--- src/adts_pkg.sv ---
// Package for the ADTS frame deframer: shared types and constants.
// Used by adts_parse, adts_outq and adts_frame_deframer; depends on nothing.
package adts_pkg;

  localparam int HDR_LEN   = 7;
  localparam int LEN_W     = 14;
  localparam int OQ_DEPTH  = 8;
  localparam int OQ_AW     = $clog2(OQ_DEPTH);
  localparam int OQ_CW     = $clog2(OQ_DEPTH + 1);

  localparam logic [7:0] SYNC_BYTE = 8'hFF;
  localparam logic [3:0] SYNC_NIB  = 4'hF;

  // Configuration register indexes
  localparam logic [7:0] CFG_MAX_FRAME_LEN = 8'd0;
  localparam logic [7:0] CFG_CRC_ADJUST    = 8'd1;

  localparam logic [LEN_W-1:0] MAX_LEN_RESET = 14'd6144;

  typedef struct packed {
    logic [LEN_W-1:0] max_frame_len;
    logic             crc_length_adjust;
  } adts_cfg_t;

  // One queue entry: a single result beat, or a whole accepted header
  // (burst) that unrolls into HDR_LEN beats on the output side.
  typedef struct packed {
    logic [HDR_LEN-1:0][7:0] bytes;
    logic                    burst;
    logic                    start;
    logic                    last;
    logic                    drop;
  } adts_tok_t;

endpackage

--- src/adts_frame_deframer.sv ---
// ADTS frame deframer top level: config registers, parser and result queue.
// Takes one byte per cycle while the queue has space; each result beat is queued
// and then registered. A header leaves as seven beats, one per cycle unless the
// output stalls; an eight-entry parser-to-output queue absorbs header bursts.
// Synchronous active-low reset: hunting, queue empty, limit 6144, CRC adjust on.
// Depends on adts_pkg, adts_parse, adts_outq.
module adts_frame_deframer import adts_pkg::*; (
  input  logic         clk,
  input  logic         rst_n,
  // Input byte stream
  input  logic         in_tvalid,
  output logic         in_tready,
  input  logic [7:0]   in_tdata,   // [7:0] data_byte
  // Result stream
  output logic         out_tvalid,
  input  logic         out_tready,
  output logic [7:0]   out_tdata,  // [7:0] out_byte
  output logic         out_tlast,  // frame_last
  output logic [1:0]   out_tuser,  // [0] frame_start, [1] header_dropped
  // Configuration writes
  input  logic         cfg_valid,
  output logic         cfg_ready,
  input  logic [7:0]   cfg_index,
  input  logic [LEN_W-1:0] cfg_data
);

  adts_cfg_t cfg_r;
  logic      acc;
  logic      push;
  logic      space;
  adts_tok_t tok;

  assign cfg_ready = 1'b1;
  assign in_tready = space;
  assign acc       = in_tvalid && space;

  // Configuration registers
  always_ff @(posedge clk) begin
    if (!rst_n) begin
      cfg_r.max_frame_len     <= MAX_LEN_RESET;
      cfg_r.crc_length_adjust <= 1'b1;
    end else if (cfg_valid) begin
      if (cfg_index == CFG_MAX_FRAME_LEN) begin
        cfg_r.max_frame_len <= cfg_data;
      end else if (cfg_index == CFG_CRC_ADJUST) begin
        cfg_r.crc_length_adjust <= cfg_data[0];
      end
    end
  end

  adts_parse u_parse (
    .clk       (clk),
    .rst_n     (rst_n),
    .cfg       (cfg_r),
    .acc       (acc),
    .data_byte (in_tdata),
    .push      (push),
    .tok       (tok)
  );

  adts_outq u_outq (
    .clk            (clk),
    .rst_n          (rst_n),
    .push           (push),
    .tok            (tok),
    .space          (space),
    .out_valid      (out_tvalid),
    .out_ready      (out_tready),
    .out_byte       (out_tdata),
    .frame_start    (out_tuser[0]),
    .frame_last     (out_tlast),
    .header_dropped (out_tuser[1])
  );

endmodule

--- src/adts_parse.sv ---
// ADTS sync hunt and header/body parser; emits at most one queue entry per byte.
// Depends on adts_pkg.
module adts_parse import adts_pkg::*; (
  input  logic       clk,
  input  logic       rst_n,
  input  adts_cfg_t  cfg,
  input  logic       acc,
  input  logic [7:0] data_byte,
  output logic       push,
  output adts_tok_t  tok
);

  typedef enum logic [1:0] {
    MODE_HUNT   = 2'd0,
    MODE_HEADER = 2'd1,
    MODE_BODY   = 2'd2
  } mode_t;

  mode_t            mode_r, mode_nxt;
  logic             ff_r, ff_nxt;
  logic [2:0]       cnt_r, cnt_nxt;
  logic [LEN_W-1:0] rem_r, rem_nxt;
  logic [7:0]       hdr_r [HDR_LEN];

  logic [LEN_W-1:0] size;
  logic [LEN_W-1:0] rem_dec;
  logic             sync_hit;
  logic             hdr_done;

  // Frame length from header bytes 3..5, plus optional CRC adjust
  always_comb begin
    size = {1'b0, hdr_r[3][1:0], hdr_r[4], hdr_r[5][7:5]};
    if (cfg.crc_length_adjust && !hdr_r[1][0]) begin
      size = size + LEN_W'(2);
    end
  end

  assign rem_dec  = rem_r - LEN_W'(1);
  assign sync_hit = ff_r && (data_byte[7:4] == SYNC_NIB);
  assign hdr_done = (cnt_r == 3'(HDR_LEN - 1));

  // Next state and result entry
  always_comb begin
    mode_nxt = mode_r;
    ff_nxt   = ff_r;
    cnt_nxt  = cnt_r;
    rem_nxt  = rem_r;
    push     = 1'b0;
    tok      = '0;
    unique case (mode_r)
      MODE_HEADER: begin
        cnt_nxt = cnt_r + 3'd1;
        if (hdr_done) begin
          push = 1'b1;
          if (size >= cfg.max_frame_len || size < LEN_W'(HDR_LEN)) begin
            tok.drop = 1'b1;
            mode_nxt = MODE_HUNT;
            ff_nxt   = 1'b0;
            cnt_nxt  = '0;
            rem_nxt  = '0;
          end else begin
            for (int i = 0; i < HDR_LEN - 1; i++) begin
              tok.bytes[i] = hdr_r[i];
            end
            tok.bytes[HDR_LEN-1] = data_byte;
            tok.burst = 1'b1;
            tok.start = 1'b1;
            tok.last  = (size == LEN_W'(HDR_LEN));
            ff_nxt    = 1'b0;
            cnt_nxt   = '0;
            if (size == LEN_W'(HDR_LEN)) begin
              mode_nxt = MODE_HUNT;
              rem_nxt  = '0;
            end else begin
              mode_nxt = MODE_BODY;
              rem_nxt  = size - LEN_W'(HDR_LEN);
            end
          end
        end
      end
      MODE_BODY: begin
        push          = 1'b1;
        tok.bytes[0]  = data_byte;
        tok.last      = (rem_dec == '0);
        rem_nxt       = rem_dec;
        if (rem_dec == '0) begin
          mode_nxt = MODE_HUNT;
          ff_nxt   = 1'b0;
          cnt_nxt  = '0;
        end
      end
      default: begin
        mode_nxt = MODE_HUNT;
        if (sync_hit) begin
          cnt_nxt  = 3'd2;
          ff_nxt   = 1'b0;
          mode_nxt = MODE_HEADER;
        end else begin
          ff_nxt = (data_byte == SYNC_BYTE);
        end
      end
    endcase
    push = push & acc;
  end

  // Control state
  always_ff @(posedge clk) begin
    if (!rst_n) begin
      mode_r <= MODE_HUNT;
      ff_r   <= 1'b0;
      cnt_r  <= '0;
      rem_r  <= '0;
    end else if (acc) begin
      mode_r <= mode_nxt;
      ff_r   <= ff_nxt;
      cnt_r  <= cnt_nxt;
      rem_r  <= rem_nxt;
    end
  end

  // Header byte store
  always_ff @(posedge clk) begin
    if (acc) begin
      if (mode_r == MODE_HEADER) begin
        hdr_r[cnt_r] <= data_byte;
      end else if (mode_r != MODE_BODY && sync_hit) begin
        hdr_r[0] <= SYNC_BYTE;
        hdr_r[1] <= data_byte;
      end
    end
  end

endmodule

--- src/adts_outq.sv ---
// Result queue and output register; unrolls header entries into seven beats.
// Depends on adts_pkg.
module adts_outq import adts_pkg::*; (
  input  logic       clk,
  input  logic       rst_n,
  input  logic       push,
  input  adts_tok_t  tok,
  output logic       space,
  output logic       out_valid,
  input  logic       out_ready,
  output logic [7:0] out_byte,
  output logic       frame_start,
  output logic       frame_last,
  output logic       header_dropped
);

  localparam logic [2:0] BEAT_END = 3'(HDR_LEN - 1);

  adts_tok_t        mem_r [OQ_DEPTH];
  logic [OQ_AW-1:0] wr_ptr_r, rd_ptr_r;
  logic [OQ_CW-1:0] cnt_r, cnt_nxt;
  adts_tok_t        cur_r;
  logic             cur_vld_r;
  logic [2:0]       beat_r;

  logic fire, step, load;

  assign space = (cnt_r != OQ_CW'(OQ_DEPTH));
  assign fire  = cur_vld_r && out_ready;
  assign step  = fire && cur_r.burst && (beat_r != BEAT_END);
  assign load  = (!cur_vld_r || (fire && !step)) && (cnt_r != '0);

  always_comb begin
    cnt_nxt = cnt_r;
    if (push && !load) begin
      cnt_nxt = cnt_r + OQ_CW'(1);
    end else if (!push && load) begin
      cnt_nxt = cnt_r - OQ_CW'(1);
    end
  end

  // Queue storage
  always_ff @(posedge clk) begin
    if (push) begin
      mem_r[wr_ptr_r] <= tok;
    end
    if (load) begin
      cur_r <= mem_r[rd_ptr_r];
    end
  end

  // Pointers, fill count and output beat control
  always_ff @(posedge clk) begin
    if (!rst_n) begin
      wr_ptr_r  <= '0;
      rd_ptr_r  <= '0;
      cnt_r     <= '0;
      cur_vld_r <= 1'b0;
      beat_r    <= '0;
    end else begin
      cnt_r <= cnt_nxt;
      if (push) begin
        wr_ptr_r <= wr_ptr_r + OQ_AW'(1);
      end
      if (load) begin
        rd_ptr_r  <= rd_ptr_r + OQ_AW'(1);
        cur_vld_r <= 1'b1;
        beat_r    <= '0;
      end else if (step) begin
        beat_r <= beat_r + 3'd1;
      end else if (fire) begin
        cur_vld_r <= 1'b0;
      end
    end
  end

  // Beat fields
  assign out_valid      = cur_vld_r;
  assign out_byte       = cur_r.bytes[beat_r];
  assign frame_start    = cur_r.burst ? (beat_r == '0) : cur_r.start;
  assign frame_last     = cur_r.burst ? ((beat_r == BEAT_END) && cur_r.last) : cur_r.last;
  assign header_dropped = cur_r.drop;

endmodule

--- config.mk ---
export PLATFORM = sky130hd
export DESIGN_NAME = adts_frame_deframer
export DESIGN_NICKNAME = d
export VERILOG_FILES = /design/src/adts_pkg.sv /design/src/adts_frame_deframer.sv /design/src/adts_parse.sv /design/src/adts_outq.sv
export SDC_FILE = /design/constraint.sdc
export NUM_CORES = 1
export LEC_CHECK = 0
export BUFFER_PORTS_ARGS = -buffer_cell sky130_fd_sc_hd__buf_2
export CAP_MARGIN = 20
export CORE_MARGIN = 2
export CORE_UTILIZATION = 50
export CTS_BUF_LIST = sky130_fd_sc_hd__clkbuf_8
export DETAILED_ROUTE_END_ITERATION = 8
export GPL_ROUTABILITY_DRIVEN = 0
export HOLD_SLACK_MARGIN = 0.12
export PLACE_DENSITY = 0.67
export SYNTH_ARGS = -nofsm -noshare
export SYNTH_HDL_FRONTEND = slang
export SYNTH_SLANG_ARGS = --single-unit
--- constraint.sdc ---
create_clock -name clk -period 11.8 [get_ports clk]
set_input_delay 0.59 -clock clk [delete_from_list [all_inputs] [get_ports clk]]
set_output_delay 0.59 -clock clk [all_outputs]
set_load 0.02 [all_outputs]
## Word-level counts from Yosys, hierarchy flattened

Memory sizes are Yosys's and may differ from the RTL's. A register that Yosys moved wholly into a read port is not among the register bits.
Cells that the tools add are included.

- Register bits after elaboration: 49
- Memory bits (writable): 536
- Input port bits: 35
- Output and inout port bits: 14
- Logic and storage cells: 127
- Memories: 2

- $add $sub $neg: 9
- Order comparisons: 3
- Eq/ne operators: 14
- Multiplexer cells: 50
- Bitwise logic cells: 3
- Reduce and logical (&&, ||, !) cells: 35

Memory list:

| name | depth | bits a word | rd ports | clocked after memory_dff | wr ports | line | text |
|---|---|---|---|---|---|---|---|
| u_outq.mem_r | 8 | 60 | 1 | 1 | 1 | adts_outq.sv:19 | `adts_tok_t mem_r [OQ_DEPTH];` |
| u_parse.hdr_r | 7 | 8 | 6 | 0 | 2 | adts_parse.sv:23 | `logic [7:0] hdr_r [HDR_LEN];` |

Operator list:

| operator | count |
|---|---|
| $mux 60 | 1 |
| $mux 59 | 1 |
| $mux 14 | 4 |
| $mux 48 | 1 |
| $pmux 14 s2 | 1 |
| $bmux 8 s3 | 1 |
| $mux 1 | 22 |
| $mux 8 | 2 |
| $pmux 8 s2 | 1 |
| $add 13x2->14 const B | 1 |
| $eq 14x3->1 const B | 1 |
| $ge 14x14->1 | 1 |
| $logic_not 14->1 | 1 |
| $lt 14x3->1 const B | 1 |
| $sub 14x1->14 const B | 1 |
| $sub 14x3->14 const B | 1 |
| $add 3x1->3 const B | 4 |
| $logic_and 1x1->1 | 12 |
| $mux 3 | 4 |
| $reduce_and 3->1 | 4 |
| $mux 2 | 5 |
| $eq 8x1->1 const B | 1 |
| $eq 8x8->1 const B | 1 |
| $logic_not 8->1 | 1 |
| 26 further kinds | 41 |

## Longest topological paths before layout

- Depth after elaboration: 10
- Gate-level depth with buffers: 16
- Gate-level depth less buffers: 14

## Hierarchy

A second synthesis with hierarchy kept.

- Cells, all modules: 1507
- Area total of the unflattened synthesis: 26340.3 µm²

Modules (own cells, without submodules):

| module | times used | cells each | area each (µm²) | seq. area each (µm²) |
|---|---|---|---|---|
| adts_outq | 1 | 906 | 21058.9 | 16495.8 |
| adts_parse | 1 | 529 | 4610.7 | 1761.7 |
| adts_frame_deframer | 1 | 72 | 670.6 | 300.3 |

## Least setup slack after synthesis

No wires, ideal clock.

- Kind: register -> register
- Start: register u_parse.mode_r[1]
- End: memory u_outq.mem_r[4][0] (netlist name), enable pin
- Library setup time: 0.561 ns
- Arrival: 6.118 ns
- Data required time: 11.239 ns
- Slack: 5.122 ns
- Cell stages (with the launch flop): 8
- Path buffers: 1
- Clock period less this slack: 6.678 ns
- Cell sequence: dfxtp_1 -> inv_1 -> ha_1 -> clkbuf_1 -> nand3_1 -> a211oi_1 -> nand2b_1 -> nor3b_1

- Cells in the longest elaborated chain, start to end: 5
- Elaborated cells on any way between the ends: 6
- Classes of those cells: 2 x eq/ne; 3 x mux; 1 x bitwise

Ends and longest elaborated chain:

| what | line | text |
|---|---|---|
| start, declared | adts_parse.sv:19 | `mode_t mode_r, mode_nxt;` |
| start signal, assigned | adts_parse.sv:114 | `mode_r <= mode_nxt;` |
| $eq 2x2->1 or $eq 2x1->1 (tied branches) | adts_parse.sv:50 | `unique case (mode_r)` |
| $pmux 1 s2 (*) | adts_parse.sv:50 |  |
| $and 1x1->1 (*) | adts_parse.sv:103 | `push = push & acc;` |
| named net push | adts_frame_deframer.sv:29 | `logic push;` |
| $mux 1 (*) | adts_outq.sv:44 | `if (push) begin` |
| $mux 1 (implied by the code) (*) | adts_outq.sv:45 | `mem_r[wr_ptr_r] <= tok;` |
| end, declared | adts_outq.sv:19 |  |

Mark *: on every way through the listed nets, which the timed path passes. The rest lies on a longest branch.

==> impl_metrics.env <==
export IMPL_reg2regPathDepth=12
export IMPL_hold_slack_ps=164
export IMPL_cp_end_kind="flop"
export IMPL_synthCells=1479
export IMPL_cts_repair_resize_count=0
export IMPL_tightest_slew_ps=1080
export IMPL_rsz0062_at_grt="no"
export IMPL_coreArea_sq_mm=0.0512
export IMPL_htreeDepth=3
export IMPL_diodes=0
export IMPL_clk_pin_slew_ps=60
export IMPL_syn_cell_area_sq_mm=0.0259
export IMPL_synth_edff_count=571
export IMPL_ys_seq_elements=628
export IMPL_drive_gt1_share_pct=25.2
export IMPL_drt_wirelength_per_cell_um=24.3
export IMPL_die_width_um=231
export IMPL_drc=0
export IMPL_grt_pass1_vias=14000
export IMPL_num_nets_final=1641
export IMPL_finalCritPeriodShare_pct=43.2
export IMPL_die_area_sq_mm=0.0535
export IMPL_drtIter0Drc=1149
export IMPL_power_density_mw_per_mm2=168
export IMPL_p_leak_nw=9.89
export IMPL_cts_sinks=628
export IMPL_ant_nets=0
export IMPL_drt_wl_total_um=56700
export IMPL_ir_worst_vdd_mv=0.156
export IMPL_synth_seq_area_share_pct=70.7
export IMPL_clk_path_buf_depth=3
export IMPL_drv_cap=0
export IMPL_tritoncts="yes"
export IMPL_numCtsBuffers=98
export IMPL_ys_flop_type="edfxtp_1"
export IMPL_hold_path_class="in -> reg"
export IMPL_crit_path_cell_trace="ha_1 > nand4b_1 > or3_1 > xnor2_1 > ha_1 > a21oi_1 > o21ai_0 > nor3_1 > a21oi_1 > o211ai_1 > nand2b_1 > nor3_1"
export IMPL_track_usage_pct=21.6
export IMPL_ctsRootBufferMaster="clkbuf_8"
export IMPL_nFillCells=3948
export IMPL_first_pass_iters=5
export IMPL_worstSetupPathType="reg -> reg"
export IMPL_post_cts_buffers=0
export IMPL_finalMaxSlewViolations=0
export IMPL_grt_max_degree=65
export IMPL_final_cell_mix="edfxtp_1, mux4_2, clkbuf_8, nand2_1, nor2_1"
export IMPL_clock_latency_ps=670
export IMPL_reg2reg_to="u_outq.mem_r[0][49]$_DFFE_PP_"
export IMPL_max_freq_ghz=0.196
export IMPL_overflow=0
export IMPL_rows=83
export IMPL_synth_area_top_cells="edfxtp_1, mux4_2, dfxtp_1, mux2_2, ha_1"
export IMPL_required_ps=12150
export IMPL_synthesis_nets=1541
export IMPL_ys_warn_count=0
export IMPL_endpoint="u_outq.mem_r[0][49]$_DFFE_PP_"
export IMPL_reg2reg_from="u_parse.hdr_r[5][6]$_DFFE_PP_"
export IMPL_maxSlewHeadroom_pct=27.8
export IMPL_setup_worst_path_start="u_parse.hdr_r[5][6]$_DFFE_PP_"
export IMPL_vias=13600
export IMPL_cp_slowest_stage_delay_ps=810
export IMPL_start_util_pct=50.5
export IMPL_areaGrowthSynthToFinish_pct=11.1
export IMPL_viasPerCell=5.82
export IMPL_dpl_hpwl_um=31600
export IMPL_io_pins=49
export IMPL_grt_first_pass_wirelength_um=84800
export IMPL_fin_setup_tns_ps=0
export IMPL_ys_types=78
export IMPL_fin_skew_ps=24.4
export IMPL_crit_fanout=13
export IMPL_cp_arrival_ps=5450
export IMPL_slowest_stage="nor3_1"
export IMPL_setup_violations=0
export IMPL_synth_top_cell_area_share_pct=66.3
export IMPL_syn_avg_cell_area_sq_um=17.5
export IMPL_finalHoldViolations=0
export IMPL_r2r_slack_ps=6700
export IMPL_critPathLaunchType="flop"
export IMPL_final_common_cell="edfxtp_1"
export IMPL_postLayoutCellArea_sq_mm=0.0287
export IMPL_status="finished clean"
export IMPL_yosysTopAreaCell="edfxtp_1"
export IMPL_die_y_um=231
export IMPL_async_flop_share_pct=0
export IMPL_detailed_place_area_sq_mm=0.0269
export IMPL_antenna_found_initial=0
export IMPL_layout_min_cycle_time_ps=5100
export IMPL_portBuffers=47
[registers in the layout (all words and copies together), names as in the netlist]
name and count:
u_outq.beat_r 3, u_parse.rem_r 14, u_parse.ff_r 1, cfg_r 15
u_parse.cnt_r 3, u_parse.mode_r 2, u_outq.out_valid 1, u_outq.cnt_r 4
u_outq.mem_r 472, u_outq.cur_r 58, u_parse.hdr_r 48, u_outq.header_dropped 1
u_outq.wr_ptr_r 3, u_outq.rd_ptr_r 3
[layer usage]
| metal | up-vias | GRT usage, % | share of wire, % |
|---|---|---|---|
| li1 | 6050 | - | - |
| met1 | 6982 | 28.9 | 42 |
| met2 | 443 | 35.9 | 49 |
| met3 | 108 | 3.99 | 5.5 |
| met4 | 0 | 7.30 | 2.7 |
| met5 | - | 0 | 0 |
[Yosys cell counts, types with 4 or more instances]
| cell | instances |
|---|---|
| nor3b_1 | 7 |
| buf_2 | 14 |
| mux2i_1 | 32 |
| or3_1 | 7 |
| nor2b_1 | 7 |
| o21ai_0 | 22 |
| xnor2_1 | 18 |
| inv_1 | 26 |
| buf_1 | 15 |
| nor2_1 | 69 |
| nor3_1 | 18 |
| a21o_1 | 6 |
| nor4_1 | 9 |
| o22ai_1 | 9 |
| nand3b_1 | 13 |
| xor2_1 | 18 |
| a31oi_1 | 6 |
| nand4_1 | 6 |
| nand2_1 | 77 |
| mux4_2 | 126 |
| o31ai_1 | 6 |
| edfxtp_1 | 571 |
| a21oi_1 | 40 |
| clkbuf_1 | 45 |
| nand2b_1 | 9 |
| dfxtp_1 | 57 |
| ha_1 | 26 |
| mux2_2 | 59 |
| o21a_1 | 5 |
| buf_4 | 5 |
| nand3_1 | 26 |
| and2_1 | 50 |
| o41ai_1 | 4 |
| and4_1 | 4 |
| and3_1 | 5 |
[stage by stage]
stage	setup slack, ps	util, %	std cells	power, mW
after global routing	6390	56.1	2334	5.02
final	6700	56.1	2334	4.82
after CTS	6810	56.0	2333	4.88
after global placement	7080	52.5	2156	3.22
after detailed placement	6860	52.5	2156	3.23
after floorplan	5120	-	1479	3.04
[how the worst min path moves through the flow]
stage                                                start                          endpoint  slack, ps  depth (start not counted)
after global routing                           cfg_data[9]            cfg_r[10]$_SDFFE_PN0P_        130                          3
final                                         cfg_data[10]            cfg_r[11]$_SDFFE_PN0P_        160                          3
after floorplan           u_parse.hdr_r[0][0]$_SDFFE_PP1P_  u_parse.hdr_r[0][0]$_SDFFE_PP1P_        440                          2
after CTS                                      cfg_data[0]             cfg_r[0]$_SDFFE_PN1P_        120                          3
after detailed placement  u_parse.hdr_r[0][0]$_SDFFE_PP1P_  u_parse.hdr_r[0][0]$_SDFFE_PP1P_        460                          2
after global placement    u_parse.hdr_r[0][2]$_SDFFE_PP1P_  u_parse.hdr_r[0][2]$_SDFFE_PP1P_        450                          2
[cell families after synthesis]
| logic type | after synthesis | synth area share (%) |
|---|---|---|
| AOI/OAI and AO/OA | 131 | 3.34 |
| xor gates and xnor gates | 36 | 1.22 |
| adders and majority gates | 27 | 1.34 |
| buffers and inverters | 110 | 1.83 |
| DFF | 628 | 70.7 |
| muxes | 218 | 14.8 |
| other | 1 | 0.0145 |
| and+or+nand+nor | 328 | 6.70 |
[power breakdown]
| part | internal, mW | switching (mW) |
|---|---|---|
| Clock | 0.841 | 0.812 |
| Sequential | 2.54 | 0.0977 |
| Combinational | 0.210 | 0.327 |
[layout make-up]
type / instances / area [sq um] / area share [%]
Inverter: 27 / 101 / 0.353
Tap cell: 680 / 851 / 2.96
Clock inverter: 70 / 329 / 1.15
Timing Repair Buffer: 83 / 531 / 1.85
Sequential cell: 628 / 18300 / 63.7
Multi-Input combinational cell: 741 / 7160 / 24.9
Clock buffer: 105 / 1450 / 5.03
[worst max-delay path: cells and delay by family, from the launching register on]
kind	cells	cell delay, ps
AND/OR/NAND/NOR	5	2200
AO/OA/AOI/OAI	4	1150
adder cells (fa/ha/maj)	2	620
flip-flops	1	570
XOR/XNOR	1	250
[repair_timing]
item,4_1_cts,5_1_grt
hold endpoints to repair,2,0
hold buffers,2,0
setup endpoints to repair,0,0
Note: power is estimated with default switching activity, not from simulation.
